**src/hw/rtl/qapm_pkg.sv**
```systemverilog
`default_nettype none

package qapm_pkg;

  // Fixed-point scaling: one unit is 1024 in the Q10 formats.
  localparam int Q_ONE     = 1024;
  localparam int MOTOR_MIN = 5 * Q_ONE;
  localparam int MOTOR_MAX = 131071;

  // Stream payload widths.
  localparam int IN_W  = 144;
  localparam int OUT_W = 72;

  // Gain register layout and reset values (kp, ki, kd from the top down).
  localparam int GAIN_W = 20;
  localparam int REG_W  = 3 * GAIN_W;
  localparam logic [REG_W-1:0] ROLL_GAINS_RST  = {20'd15729, 20'd786, 20'd131};
  localparam logic [REG_W-1:0] PITCH_GAINS_RST = {20'd19661, 20'd786, 20'd131};
  localparam logic [REG_W-1:0] YAW_GAINS_RST   = {20'd13107, 20'd0, 20'd0};

  // Shared multiply/divide unit.
  localparam int MDU_W     = 64;
  localparam int MDU_B_W   = 20;
  localparam int MUL_STEPS = 20;
  localparam int DIV_STEPS = 48;
  localparam int CNT_W     = 6;

  typedef enum logic [1:0] {
    REG_ROLL_GAINS  = 2'd0,
    REG_PITCH_GAINS = 2'd1,
    REG_YAW_GAINS   = 2'd2
  } cfg_reg_e;

  typedef enum logic [1:0] {
    AXIS_ROLL  = 2'd0,
    AXIS_PITCH = 2'd1,
    AXIS_YAW   = 2'd2
  } axis_e;

  typedef enum logic {
    MDU_MUL = 1'b0,
    MDU_DIV = 1'b1
  } mdu_op_e;

  typedef enum logic [3:0] {
    ST_IDLE,
    ST_AXIS,
    ST_MUL_EDT,
    ST_MUL_KI,
    ST_MUL_KP,
    ST_MUL_KD,
    ST_DIV,
    ST_SUM,
    ST_MIX,
    ST_DONE
  } state_e;

  typedef struct packed {
    logic               start;
    mdu_op_e            op;
    logic [MDU_W-1:0]   opa;
    logic [MDU_B_W-1:0] opb;
  } mdu_req_t;

  typedef struct packed {
    logic             busy;
    logic             done;
    logic [MDU_W-1:0] result;
  } mdu_rsp_t;

endpackage

`default_nettype wire

```
**src/hw/rtl/quad_attitude_pid_mixer_top.sv**
```systemverilog
`default_nettype none

// Channel     Direction  Handshake                      Payload
// s_axis      in         s_axis_tvalid/s_axis_tready    one sensor and stick sample
// m_axis      out        m_axis_tvalid/m_axis_tready    four motor drive values
// cfg         in         cfg_we_i                       gain register write
//
// A sample with throttle below 5 percent skips the loops. Otherwise each loop
// runs four multiplies and one divide on the one bit-serial multiply/divide
// unit; the yaw loop runs only while the yaw stick is in its center band.
// Reset restores the gain registers and clears the loop state. A new request
// is taken while a finished result still waits in the output register.
module quad_attitude_pid_mixer_top
  import qapm_pkg::*;
#(
  parameter int MAX_TURN = 15
) (
  input  wire logic             clk_i,
  input  wire logic             rst_ni,
  input  wire logic             s_axis_tvalid,
  output logic                  s_axis_tready,
  // throttle, roll_setpoint, pitch_setpoint, yaw_command, measured_roll,
  // measured_pitch, measured_yaw, sample_interval
  input  wire logic [IN_W-1:0]  s_axis_tdata,
  output logic                  m_axis_tvalid,
  input  wire logic             m_axis_tready,
  // motor_left_front, motor_right_front, motor_left_rear, motor_right_rear
  output logic [OUT_W-1:0]      m_axis_tdata,
  input  wire logic             cfg_we_i,
  input  wire logic [1:0]       cfg_idx_i,
  input  wire logic [REG_W-1:0] cfg_wdata_i
);

  localparam int LIM = MAX_TURN * Q_ONE;
  localparam logic signed [19:0] LIM_S = 20'(LIM);

  state_e state_q, state_d;
  axis_e  axis_q, axis_d;
  logic [1:0] mix_q, mix_d;

  logic [REG_W-1:0] gains_q [3];
  logic signed [17:0] integ_q [3];
  logic signed [17:0] integ_d [3];
  logic signed [20:0] last_q [3];
  logic signed [20:0] last_d [3];
  logic signed [18:0] held_q, held_d;
  logic cap_q, cap_d;

  logic [16:0] thr_q;
  logic signed [18:0] rsp_q, psp_q, mr_q, mp_q, my_q;
  logic signed [11:0] ycmd_q;
  logic [19:0] dt_q;

  logic signed [20:0] e_q, e_d;
  logic signed [20:0] diff_q, diff_d;
  logic signed [17:0] inew_q, inew_d;
  logic signed [23:0] p_q, p_d;
  logic signed [45:0] d_q, d_d;
  logic signed [19:0] term_q [3];
  logic signed [19:0] term_d [3];
  logic [16:0] mot_q [4];
  logic [16:0] mot_d [4];

  logic out_valid_q, out_valid_d;
  logic [67:0] out_data_q, out_data_d;

  mdu_req_t mdu_req;
  mdu_rsp_t mdu_rsp;

  logic in_acc;
  logic [REG_W-1:0] gsel;
  logic signed [18:0] held_nx;
  logic signed [20:0] e_c;
  logic signed [19:0] ymul;
  logic yaw_band;
  logic signed [25:0] isum;
  logic signed [47:0] tsum;
  logic signed [21:0] mval;
  logic signed [21:0] thr_s, r_s, p_s, y_s;
  logic [18:0] cap_lim;

  function automatic logic signed [19:0] sat_turn(input logic signed [47:0] v);
    logic signed [47:0] r;
    begin
      r = v;
      if (v > 48'(LIM)) r = 48'(LIM);
      if (v < -48'(LIM)) r = -48'(LIM);
      return r[19:0];
    end
  endfunction

  function automatic logic [19:0] mag21(input logic signed [20:0] v);
    logic signed [20:0] a;
    begin
      a = (v < 0) ? -v : v;
      return a[19:0];
    end
  endfunction

  function automatic logic [16:0] motor_fix(input logic signed [21:0] m,
                                            input logic [18:0] cap);
    logic signed [21:0] v;
    begin
      v = m;
      if (v < MOTOR_MIN) v = '0;
      if (v > $signed({3'b000, cap})) v = $signed({3'b000, cap});
      if (v > MOTOR_MAX) v = 22'(MOTOR_MAX);
      return v[16:0];
    end
  endfunction

  qapm_mdu u_mdu (
    .clk_i  (clk_i),
    .rst_ni (rst_ni),
    .req_i  (mdu_req),
    .rsp_o  (mdu_rsp)
  );

  assign s_axis_tready = (state_q == ST_IDLE);
  assign in_acc        = s_axis_tvalid && s_axis_tready;
  assign m_axis_tvalid = out_valid_q;
  assign m_axis_tdata  = {4'b0000, out_data_q};

  // Per-axis operands.
  assign gsel    = gains_q[axis_q];
  assign ymul    = 20'(ycmd_q) * $signed(20'(MAX_TURN));
  assign yaw_band = (ymul >= -20'(Q_ONE)) && (ymul <= 20'(Q_ONE));
  assign held_nx = cap_q ? my_q : held_q;
  assign cap_lim = 19'(thr_q) + 19'(LIM);

  always_comb begin
    case (axis_q)
      AXIS_ROLL:  e_c = -21'(rsp_q) - 21'(mr_q);
      AXIS_PITCH: e_c = 21'(psp_q) - 21'(mp_q);
      AXIS_YAW:   e_c = 21'(held_nx) - 21'(my_q);
      default:    e_c = '0;
    endcase
  end

  // Mixer operands for the motor selected by mix_q.
  assign thr_s = $signed({5'b00000, thr_q});
  assign r_s   = 22'(term_q[AXIS_ROLL]);
  assign p_s   = 22'(term_q[AXIS_PITCH]);
  assign y_s   = 22'(term_q[AXIS_YAW]);

  always_comb begin
    case (mix_q)
      2'd0:    mval = thr_s - p_s - r_s - y_s;
      2'd1:    mval = thr_s - p_s + r_s + y_s;
      2'd2:    mval = thr_s + p_s - r_s + y_s;
      2'd3:    mval = thr_s + p_s + r_s - y_s;
      default: mval = thr_s;
    endcase
  end

  assign isum = 26'(integ_q[axis_q]) +
                ((e_q < 0) ? -26'(mdu_rsp.result[60:37]) : 26'(mdu_rsp.result[60:37]));
  assign tsum = 48'(p_q) + 48'(inew_q) + 48'(d_q);

  // Sequencer: next state, unit requests and loop state updates.
  always_comb begin
    state_d     = state_q;
    axis_d      = axis_q;
    mix_d       = mix_q;
    held_d      = held_q;
    cap_d       = cap_q;
    e_d         = e_q;
    diff_d      = diff_q;
    inew_d      = inew_q;
    p_d         = p_q;
    d_d         = d_q;
    out_valid_d = out_valid_q;
    out_data_d  = out_data_q;
    for (int i = 0; i < 3; i++) begin
      integ_d[i] = integ_q[i];
      last_d[i]  = last_q[i];
      term_d[i]  = term_q[i];
    end
    for (int i = 0; i < 4; i++) begin
      mot_d[i] = mot_q[i];
    end
    mdu_req.start = 1'b0;
    mdu_req.op    = MDU_MUL;
    mdu_req.opa   = '0;
    mdu_req.opb   = '0;

    if (out_valid_q && m_axis_tready) begin
      out_valid_d = 1'b0;
    end

    case (state_q)
      ST_IDLE: begin
        if (in_acc) begin
          if (s_axis_tdata[16:0] < 17'(MOTOR_MIN)) begin
            // Motors off: clear integrators and previous errors.
            for (int i = 0; i < 3; i++) begin
              integ_d[i] = '0;
              last_d[i]  = '0;
            end
            for (int i = 0; i < 4; i++) begin
              mot_d[i] = '0;
            end
            state_d = ST_DONE;
          end else begin
            axis_d  = AXIS_ROLL;
            state_d = ST_AXIS;
          end
        end
      end
      ST_AXIS: begin
        if (axis_q == AXIS_YAW && !yaw_band) begin
          // Yaw stick outside the center band drives the yaw term directly.
          cap_d                = 1'b1;
          term_d[AXIS_YAW]     = ymul;
          mix_d                = 2'd0;
          state_d              = ST_MIX;
        end else begin
          if (axis_q == AXIS_YAW) begin
            held_d = held_nx;
            cap_d  = 1'b0;
          end
          e_d           = e_c;
          diff_d        = 21'(22'(e_c) - 22'(last_q[axis_q]));
          mdu_req.start = 1'b1;
          mdu_req.op    = MDU_MUL;
          mdu_req.opa   = MDU_W'(mag21(e_c));
          mdu_req.opb   = dt_q;
          state_d       = ST_MUL_EDT;
        end
      end
      ST_MUL_EDT: begin
        if (mdu_rsp.done) begin
          mdu_req.start = 1'b1;
          mdu_req.op    = MDU_MUL;
          mdu_req.opa   = mdu_rsp.result;
          mdu_req.opb   = gsel[39:20];
          state_d       = ST_MUL_KI;
        end
      end
      ST_MUL_KI: begin
        if (mdu_rsp.done) begin
          inew_d        = 18'(sat_turn(48'(isum)));
          mdu_req.start = 1'b1;
          mdu_req.op    = MDU_MUL;
          mdu_req.opa   = MDU_W'(mag21(e_q));
          mdu_req.opb   = gsel[59:40];
          state_d       = ST_MUL_KP;
        end
      end
      ST_MUL_KP: begin
        if (mdu_rsp.done) begin
          p_d = (e_q < 0) ? -24'(mdu_rsp.result[39:17]) : 24'(mdu_rsp.result[39:17]);
          mdu_req.start = 1'b1;
          mdu_req.op    = MDU_MUL;
          mdu_req.opa   = MDU_W'(mag21(diff_q));
          mdu_req.opb   = gsel[19:0];
          state_d       = ST_MUL_KD;
        end
      end
      ST_MUL_KD: begin
        if (mdu_rsp.done) begin
          mdu_req.start = 1'b1;
          mdu_req.op    = MDU_DIV;
          mdu_req.opa   = mdu_rsp.result << 3;
          mdu_req.opb   = dt_q;
          state_d       = ST_DIV;
        end
      end
      ST_DIV: begin
        if (mdu_rsp.done) begin
          d_d = (diff_q < 0) ? -46'(mdu_rsp.result[43:0]) : 46'(mdu_rsp.result[43:0]);
          state_d = ST_SUM;
        end
      end
      ST_SUM: begin
        term_d[axis_q]  = sat_turn(tsum);
        integ_d[axis_q] = inew_q;
        last_d[axis_q]  = e_q;
        case (axis_q)
          AXIS_ROLL: begin
            axis_d  = AXIS_PITCH;
            state_d = ST_AXIS;
          end
          AXIS_PITCH: begin
            axis_d  = AXIS_YAW;
            state_d = ST_AXIS;
          end
          default: begin
            mix_d   = 2'd0;
            state_d = ST_MIX;
          end
        endcase
      end
      ST_MIX: begin
        mot_d[mix_q] = motor_fix(mval, cap_lim);
        mix_d        = mix_q + 1'b1;
        if (mix_q == 2'd3) begin
          state_d = ST_DONE;
        end
      end
      ST_DONE: begin
        if (!out_valid_q || m_axis_tready) begin
          out_valid_d = 1'b1;
          out_data_d  = {mot_q[3], mot_q[2], mot_q[1], mot_q[0]};
          state_d     = ST_IDLE;
        end
      end
      default: begin
        state_d = ST_IDLE;
      end
    endcase
  end

  // Control and loop state.
  always_ff @(posedge clk_i or negedge rst_ni) begin
    if (!rst_ni) begin
      state_q     <= ST_IDLE;
      axis_q      <= AXIS_ROLL;
      mix_q       <= '0;
      held_q      <= '0;
      cap_q       <= 1'b1;
      out_valid_q <= 1'b0;
      for (int i = 0; i < 3; i++) begin
        integ_q[i] <= '0;
        last_q[i]  <= '0;
      end
    end else begin
      state_q     <= state_d;
      axis_q      <= axis_d;
      mix_q       <= mix_d;
      held_q      <= held_d;
      cap_q       <= cap_d;
      out_valid_q <= out_valid_d;
      for (int i = 0; i < 3; i++) begin
        integ_q[i] <= integ_d[i];
        last_q[i]  <= last_d[i];
      end
    end
  end

  // Gain registers.
  always_ff @(posedge clk_i or negedge rst_ni) begin
    if (!rst_ni) begin
      gains_q[REG_ROLL_GAINS]  <= ROLL_GAINS_RST;
      gains_q[REG_PITCH_GAINS] <= PITCH_GAINS_RST;
      gains_q[REG_YAW_GAINS]   <= YAW_GAINS_RST;
    end else if (cfg_we_i) begin
      case (cfg_idx_i)
        REG_ROLL_GAINS:  gains_q[REG_ROLL_GAINS]  <= cfg_wdata_i;
        REG_PITCH_GAINS: gains_q[REG_PITCH_GAINS] <= cfg_wdata_i;
        REG_YAW_GAINS:   gains_q[REG_YAW_GAINS]   <= cfg_wdata_i;
        default: begin
        end
      endcase
    end
  end

  // Sample capture; a zero interval counts as one.
  always_ff @(posedge clk_i) begin
    if (in_acc) begin
      thr_q  <= s_axis_tdata[16:0];
      rsp_q  <= s_axis_tdata[35:17];
      psp_q  <= s_axis_tdata[54:36];
      ycmd_q <= s_axis_tdata[66:55];
      mr_q   <= s_axis_tdata[85:67];
      mp_q   <= s_axis_tdata[104:86];
      my_q   <= s_axis_tdata[123:105];
      dt_q   <= (s_axis_tdata[143:124] == '0) ? 20'd1 : s_axis_tdata[143:124];
    end
  end

  // Working registers.
  always_ff @(posedge clk_i) begin
    e_q        <= e_d;
    diff_q     <= diff_d;
    inew_q     <= inew_d;
    p_q        <= p_d;
    d_q        <= d_d;
    out_data_q <= out_data_d;
    for (int i = 0; i < 3; i++) begin
      term_q[i] <= term_d[i];
    end
    for (int i = 0; i < 4; i++) begin
      mot_q[i] <= mot_d[i];
    end
  end

`ifndef SYNTH
  a_idle_unit_free: assert property (@(posedge clk_i) disable iff (!rst_ni)
    (state_q == ST_IDLE) |-> !mdu_rsp.busy)
    else $error("arithmetic unit busy while waiting for a request");

  a_unit_done_in_wait: assert property (@(posedge clk_i) disable iff (!rst_ni)
    mdu_rsp.done |-> (state_q == ST_MUL_EDT || state_q == ST_MUL_KI ||
                      state_q == ST_MUL_KP || state_q == ST_MUL_KD || state_q == ST_DIV))
    else $error("arithmetic result arrived outside a wait state");

  a_off_clears: assert property (@(posedge clk_i) disable iff (!rst_ni)
    (in_acc && s_axis_tdata[16:0] < 17'(MOTOR_MIN)) |=>
      (integ_q[0] == 0 && integ_q[1] == 0 && integ_q[2] == 0 &&
       last_q[0] == 0 && last_q[1] == 0 && last_q[2] == 0))
    else $error("low throttle did not clear loop state");

  a_integ_bounded: assert property (@(posedge clk_i) disable iff (!rst_ni)
    (integ_q[0] <= LIM_S && integ_q[0] >= -LIM_S &&
     integ_q[1] <= LIM_S && integ_q[1] >= -LIM_S &&
     integ_q[2] <= LIM_S && integ_q[2] >= -LIM_S))
    else $error("integrator outside its saturation range");
`endif

endmodule

`default_nettype wire

```
**src/hw/rtl/qapm_mdu.sv**
```systemverilog
`default_nettype none

// Bit-serial unsigned multiply (shift-add) and restoring divide.
module qapm_mdu
  import qapm_pkg::*;
(
  input  wire logic     clk_i,
  input  wire logic     rst_ni,
  input  wire mdu_req_t req_i,
  output mdu_rsp_t      rsp_o
);

  logic               busy_q, busy_d;
  logic               done_q, done_d;
  logic [CNT_W-1:0]   cnt_q, cnt_d;
  mdu_op_e            op_q, op_d;
  logic [MDU_W-1:0]   acc_q, acc_d;
  logic [MDU_W-1:0]   sh_q, sh_d;
  logic [MDU_B_W-1:0] opb_q, opb_d;
  logic [MDU_B_W-1:0] rem_q, rem_d;
  logic [MDU_B_W:0]   trial;
  logic               ge;

  // Divide step: shift the next dividend bit into the partial remainder.
  assign trial = {rem_q, acc_q[DIV_STEPS-1]};
  assign ge    = trial >= {1'b0, opb_q};

  always_comb begin
    busy_d = busy_q;
    done_d = 1'b0;
    cnt_d  = cnt_q;
    op_d   = op_q;
    acc_d  = acc_q;
    sh_d   = sh_q;
    opb_d  = opb_q;
    rem_d  = rem_q;
    if (!busy_q) begin
      if (req_i.start) begin
        busy_d = 1'b1;
        op_d   = req_i.op;
        opb_d  = req_i.opb;
        rem_d  = '0;
        sh_d   = req_i.opa;
        if (req_i.op == MDU_MUL) begin
          acc_d = '0;
          cnt_d = CNT_W'(MUL_STEPS);
        end else begin
          acc_d = {{(MDU_W-DIV_STEPS){1'b0}}, req_i.opa[DIV_STEPS-1:0]};
          cnt_d = CNT_W'(DIV_STEPS);
        end
      end
    end else begin
      case (op_q)
        MDU_MUL: begin
          if (opb_q[0]) begin
            acc_d = acc_q + sh_q;
          end
          sh_d  = sh_q << 1;
          opb_d = opb_q >> 1;
        end
        MDU_DIV: begin
          acc_d = {{(MDU_W-DIV_STEPS){1'b0}}, acc_q[DIV_STEPS-2:0], ge};
          rem_d = ge ? MDU_B_W'(trial - {1'b0, opb_q}) : trial[MDU_B_W-1:0];
        end
        default: begin
          acc_d = acc_q;
        end
      endcase
      cnt_d = cnt_q - 1'b1;
      if (cnt_q == CNT_W'(1)) begin
        busy_d = 1'b0;
        done_d = 1'b1;
      end
    end
  end

  always_ff @(posedge clk_i or negedge rst_ni) begin
    if (!rst_ni) begin
      busy_q <= 1'b0;
      done_q <= 1'b0;
      cnt_q  <= '0;
    end else begin
      busy_q <= busy_d;
      done_q <= done_d;
      cnt_q  <= cnt_d;
    end
  end

  always_ff @(posedge clk_i) begin
    op_q  <= op_d;
    acc_q <= acc_d;
    sh_q  <= sh_d;
    opb_q <= opb_d;
    rem_q <= rem_d;
  end

  assign rsp_o.busy   = busy_q;
  assign rsp_o.done   = done_q;
  assign rsp_o.result = acc_q;

endmodule

`default_nettype wire

```
**config.mk**
```make
export PLATFORM = sky130hd
export DESIGN_NAME = quad_attitude_pid_mixer_top
export DESIGN_NICKNAME = d
export VERILOG_FILES = /design/src/hw/rtl/qapm_pkg.sv /design/src/hw/rtl/quad_attitude_pid_mixer_top.sv /design/src/hw/rtl/qapm_mdu.sv
export SDC_FILE = /design/constraint.sdc
export NUM_CORES = 2
export LEC_CHECK = 0
export BUFFER_PORTS_ARGS = -buffer_cell sky130_fd_sc_hd__buf_2
export CAP_MARGIN = 10
export CORE_ASPECT_RATIO = 2
export CORE_MARGIN = 3
export CORE_UTILIZATION = 42
export DETAILED_ROUTE_END_ITERATION = 7
export GPL_ROUTABILITY_DRIVEN = 0
export MAX_ROUTING_LAYER = met4
export PLACE_DENSITY = 0.67
export SYNTH_ARGS = -nofsm -noshare
export SYNTH_HDL_FRONTEND = slang
export SYNTH_SLANG_ARGS = --single-unit
```
**constraint.sdc**
```tcl
create_clock -name clk_i -period 25.1 [get_ports clk_i]
set_input_delay 1.255 -clock clk_i [delete_from_list [all_inputs] [get_ports clk_i]]
set_output_delay 1.255 -clock clk_i [all_outputs]
set_load 0.02 [all_outputs]
```
Word level (Yosys, flattened, before mapping) --
Memories as Yosys holds them, arrays and structs flattened. Index checks and enable logic that the tools add are counted.
Storage, ports and cells: register bits after elaboration 845, bits in latches 0, RAM bits 128, memory bits (read-only) 0, bits of input ports 211, output and inout bits 74, word-level logic and storage cells 271, memories kept 2
Memories:
- mot_q | words 4, width 17, read ports 4, clocked after Yosys merged registers in 0, write ports 4, line quad_attitude_pid_mixer_top.sv:61 | logic [16:0] mot_q [4];
- term_q | words 3, width 20, read ports 3, clocked after Yosys merged registers in 0, write ports 3, line quad_attitude_pid_mixer_top.sv:59 | logic signed [19:0] term_q [3];
Operators by class: $add $sub $neg 29, $mul 1, div/mod/pow operators 0, $lt $le $gt $ge 18, equal/unequal tests 33, shifts and indexed selects 0, mux-type cells 105, bitwise operators 5, reduce and logical (&&, ||, !) cells 38
Operators with widths (count):
- 86-bit two-way mux | 5
- 86-bit case mux with 5 select lines | 1
- 64-bit two-way mux | 6
- 20-bit two-way mux | 15
- 68-bit two-way mux | 2
- 68-bit case mux with 2 select lines | 1
- 64-bit case mux with 2 select lines | 1
- 63-bit two-way mux | 2
- 63-bit case mux with 2 select lines | 1
- 60-bit binary-select mux with 2-bit select | 1
- 60-bit two-way mux | 2
- 54-bit two-way mux | 2
- 54-bit case mux with 2 select lines | 1
- 22-bit two-way mux | 4
- 22-bit case mux with 4 select lines | 1
- 18-bit two-way mux | 4
- 68-bit bitwise mux | 1
- 64-bit adder | 1
- 63-bit bitwise mux | 1
- 21-bit by 1-bit < comparator with 1-bit output (second input constant) | 3
- 21-bit two-way mux | 3
- 21-bit case mux with 3 select lines | 1
- 60-bit bitwise mux | 1
- 20-bit negation | 3
- other kinds (82) | 166

Longest topological paths before layout --
An unclocked memory read counts as a cell.
depth in word-level cells 16, gate-level depth with buffers 48, gate-level depth less buffers 46

By module --
A second synthesis with hierarchy kept.
Second synthesis, totals: cell total of the unflattened synthesis 6700, area, all modules 67364.6 um^2
Modules (own cells, without submodules):
- quad_attitude_pid_mixer_top | instances 1, cells an instance 5452, area an instance 54823.8 um^2, sequential area each 22321.4 um^2
- qapm_mdu | instances 1, cells an instance 1248, area an instance 12540.8 um^2, sequential area each 5275.1 um^2

Least setup slack after synthesis --
Ideal clock, no wire load.
path kind register to register, start memory term_q[1][1] (netlist: term_q[0][21]), end memory mot_q[0][16], data pin, setup time 0.156 ns, arrival time 8.968 ns, slack 15.976 ns, cell stages (with the launch flop) 44, buffers on the path 2, cell sequence edfxtp_1 > inv_1 > ha_1 > nor2b_1 > o21ai_0 > a21oi_1 > o21ai_0 > a21oi_1 > o21ai_0 > nand2b_1 > a41o_1 > o41a_1 > a21oi_1 > xnor2_1 > fa_1 > inv_1 > ha_1 > a21oi_1 > [8 not listed] > and4b_1 > ha_1 > buf_1 > clkbuf_1 > a211oi_1 > ha_1 > nor2b_1 > o21a_1 > o21a_1 > o21a_1 > o21ai_0 > a21oi_1 > nor3_1 > nor2_1 > a2111oi_0 > a211o_1 > a2bb2oi_1 > o22ai_1
RTL lines (line):
- from (decl) | quad_attitude_pid_mixer_top.sv:59
- to (decl) | quad_attitude_pid_mixer_top.sv:61

==> results.json <==
{
  "synth_area_leader_cell": "edfxtp_1",
  "place_ws_ns": 13.92,
  "drive_gt1_share_pct": 13.21,
  "postRouteAntennaNets": 0,
  "hold_depth": 0,
  "ys_types": 103,
  "yosysSeqAreaShare_pct": 41.83,
  "cts_hold_buf": 0,
  "final_cell_area_um2": 72130,
  "drv_slew": 0,
  "synthArstFlopShare_pct": 34.54,
  "place_area_um2": 68990,
  "pin_count": 285,
  "cts.sinks": 967,
  "cts_max_level": 3,
  "dieArea_um2": 161100,
  "ys_ff_latch": 967,
  "critPathLaunchType": "flip-flop",
  "clkTransAtPathRegs_ns": 0.07,
  "cts_resized": 0,
  "portBuffers": 280,
  "grtUsageTotal_pct": 24.66,
  "rows": 204,
  "critPathSlowestCell": "a2111oi_0",
  "synth-edff-count": 633,
  "power_leakage_nw": 29.50,
  "die_w_um": 285.3,
  "area_growth_pct": 10.05,
  "p_total_mw": 9.917,
  "grt_pass1_wl_mm": 300.3,
  "hold_viol": 0,
  "cts_tree": "yes",
  "min_to": "out_data_q[8]$_DFFE_PP_",
  "post-cts-setup-buffers": 0,
  "core-area_um2": 154700,
  "required_ns": 25.63,
  "finalCritPeriodShare_pct": 45.55,
  "start_util_pct": 42.37,
  "hold_class": "reg -> reg",
  "rsz0062_at_grt": "false",
  "cp.buffers_inverters": 3,
  "postSynthAreaPerCell_um2": 10.28,
  "setup_ws_ns": 13.67,
  "p_per_area_nw_per_um2": 137.5,
  "ys_warn_count": 0,
  "period_needed_ns": 11.43,
  "critPathTopFamily": "compound AO/OA/AOI/OAI gates",
  "crit_arrival_ns": 11.97,
  "crit_type": "reg -> reg",
  "clock-root-buffer": "clkbuf_16",
  "vdd_drop_max_uv": 78.28,
  "synth_top_area_share_pct": 29.00,
  "first_pass_iters": 8,
  "maxSlewHeadroom_pct": 13.79,
  "hpwl_mm": 147.1,
  "r2r_cells": 42,
  "skew_ns": 0.03596,
  "grt-ovfl-total": 0,
  "crit_top_cell": "a21oi_1",
  "synth_commonest_cells": "edfxtp_1 (633), a21oi_1 (461), nand2_1 (450)",
  "r2r_slack_ns": 13.67,
  "max_cap_viol_count": 0,
  "via_count": 50964,
  "grt_pass1_vias": 52549,
  "nNetsFinal": 7300,
  "clock_latency_ns": 0.73,
  "drtIter0Drc": 3743,
  "grt_max_degree": 160,
  "outcome": "finished, final reports clean",
  "post-synth-top-count-cell": "edfxtp_1",
  "tightest_slew_ns": 1.284,
  "critPathCaptureType": "flip-flop",
  "holdCritStartpoint": "mot_q[0][8]$_SDFFCE_PN0P_",
  "dieHeight_um": 564.6,
  "syn_inst": 6374,
  "antenna_found_initial": 9,
  "setup_tns_ns": 0,
  "wl_per_cell_um": 22.86,
  "viasPerCell": 5.892,
  "drc_errors": 0,
  "wirelength_mm": 197.7,
  "rr_endpoint": "mot_q[0][16]$_SDFFCE_PN0P_",
  "clk_path_buf_depth": 3,
  "max_freq_ghz": 0.08746,
  "cts_buffers": 91,
  "synth_ff_type": "edfxtp_1",
  "rr_startpoint": "thr_q[0]$_DFFE_PP_",
  "netlist_area_um2": 65540,
  "worstPathMaxFanout": 25,
  "max_stage_delay_ns": 0.88,
  "yosys-top-cells-area": "edfxtp_1 (29%), dfrtp_1 (11%), ha_1 (8.2%)",
  "setup_violations": 0
}
## layout make-up
| type | instances | area (um^2) |
|---|---|---|
| Clock inverter | 54 | 611.8 |
| Clock buffer | 117 | 2470 |
| Inverter | 451 | 1698 |
| Tap cell | 2060 | 2577 |
| Multi-Input combinational cell | 4633 | 35300 |
| Antenna cell | 10 | 25.02 |
| Sequential cell | 967 | 27430 |
| Fill cell | 14471 | 82550 |
| Timing Repair Buffer | 358 | 2021 |
## worst max-delay path by stage
stage                                 start                    endpoint  slack [ns]  cells after the start
floorplan           term_q[0][21]$_DFFE_PP_  mot_q[0][16]$_SDFFCE_PN0P_       15.98                     43
global placement         thr_q[0]$_DFFE_PP_  mot_q[3][13]$_SDFFCE_PN0P_       14.05                     41
detailed placement       thr_q[0]$_DFFE_PP_  mot_q[0][16]$_SDFFCE_PN0P_       13.92                     42
CTS                      thr_q[0]$_DFFE_PP_  mot_q[1][16]$_SDFFCE_PN0P_       13.84                     42
global route             thr_q[0]$_DFFE_PP_  mot_q[1][16]$_SDFFCE_PN0P_       12.99                     43
finish                   thr_q[0]$_DFFE_PP_  mot_q[0][16]$_SDFFCE_PN0P_       13.67                     42
## worst register-to-register path: cells and delay by family, from the launching register on
family	cells	cell delay (ns)
simple gates	9	2.06
fa+ha+maj	6	1.78
buf+inv	3	0.41
xor+xnor	1	0.32
compound gates	23	6.23
flops	1	0.46
## through the flow
step           utilization, %  hold slack, ns  std cells
6_report                46.63          0.4411       8650
3_3_place_gp            44.60          0.4304       8467
5_1_grt                 46.63          0.4459       8648
3_5_place_dp            44.60          0.4298       8467
2_1_floorplan               -          0.4207       6377
4_1_cts                 46.60          0.4437       8638
## placed cells by master (no fill, tap or decap), drive strengths merged, types with 141 or more instances in the layout
cell type,count
a21o,144
a21oi,464
buf,358
dfrtp,294
edfxtp,633
fa,160
ha,427
inv,461
mux2,223
mux2i,141
nand2,450
nor2,362
o21ai,455
xnor2,296
## report_power, final
| group | leakage [nW] | internal [mW] | switching (mW) |
|---|---|---|---|
| clock | 1.50 | 0.793 | 0.663 |
| combinational | 18.0 | 2.22 | 3.51 |
| sequential | 10.0 | 2.32 | 0.410 |
## metal layers
layer | global-route usage [%] | wire length, um
met1 | 23.37 | 66120
met2 | 45.42 | 105100
met3 | 3.231 | 9751
met4 | 17.99 | 16720
met5 | - | 0
## logic make-up (layout without fill, tap and decap cells)
| kind of cell | count (synthesis) | in the layout | share of synthesized area, % |
|---|---|---|---|
| AOI/OAI and AO/OA | 1873 | 1873 | 18.80 |
| xor gates and xnor gates | 436 | 436 | 5.827 |
| adders and majority gates | 587 | 587 | 13.04 |
| buffers and inverters | 777 | 980 | 4.536 |
| DFF | 967 | 967 | 41.83 |
| muxes | 364 | 364 | 5.991 |
| other | 1 | 14 | 0.005722 |
| and+or+nand+nor | 1369 | 1369 | 9.973 |
## flip-flops by register name, indices dropped and copies added (netlist names), 20 cells and up
signal / flops
last_q: 63
u_mdu.sh_q: 61
dt_q: 20
diff_q: 21
u_mdu.acc_q: 61
gains_q: 180
term_q: 60
u_mdu.rem_q: 20
e_q: 21
u_mdu.opb_q: 20
d_q: 46
out_data_q: 68
mot_q: 68
integ_q: 54
p_q: 24
No activity file was read; power rests on OpenSTA's default activity.
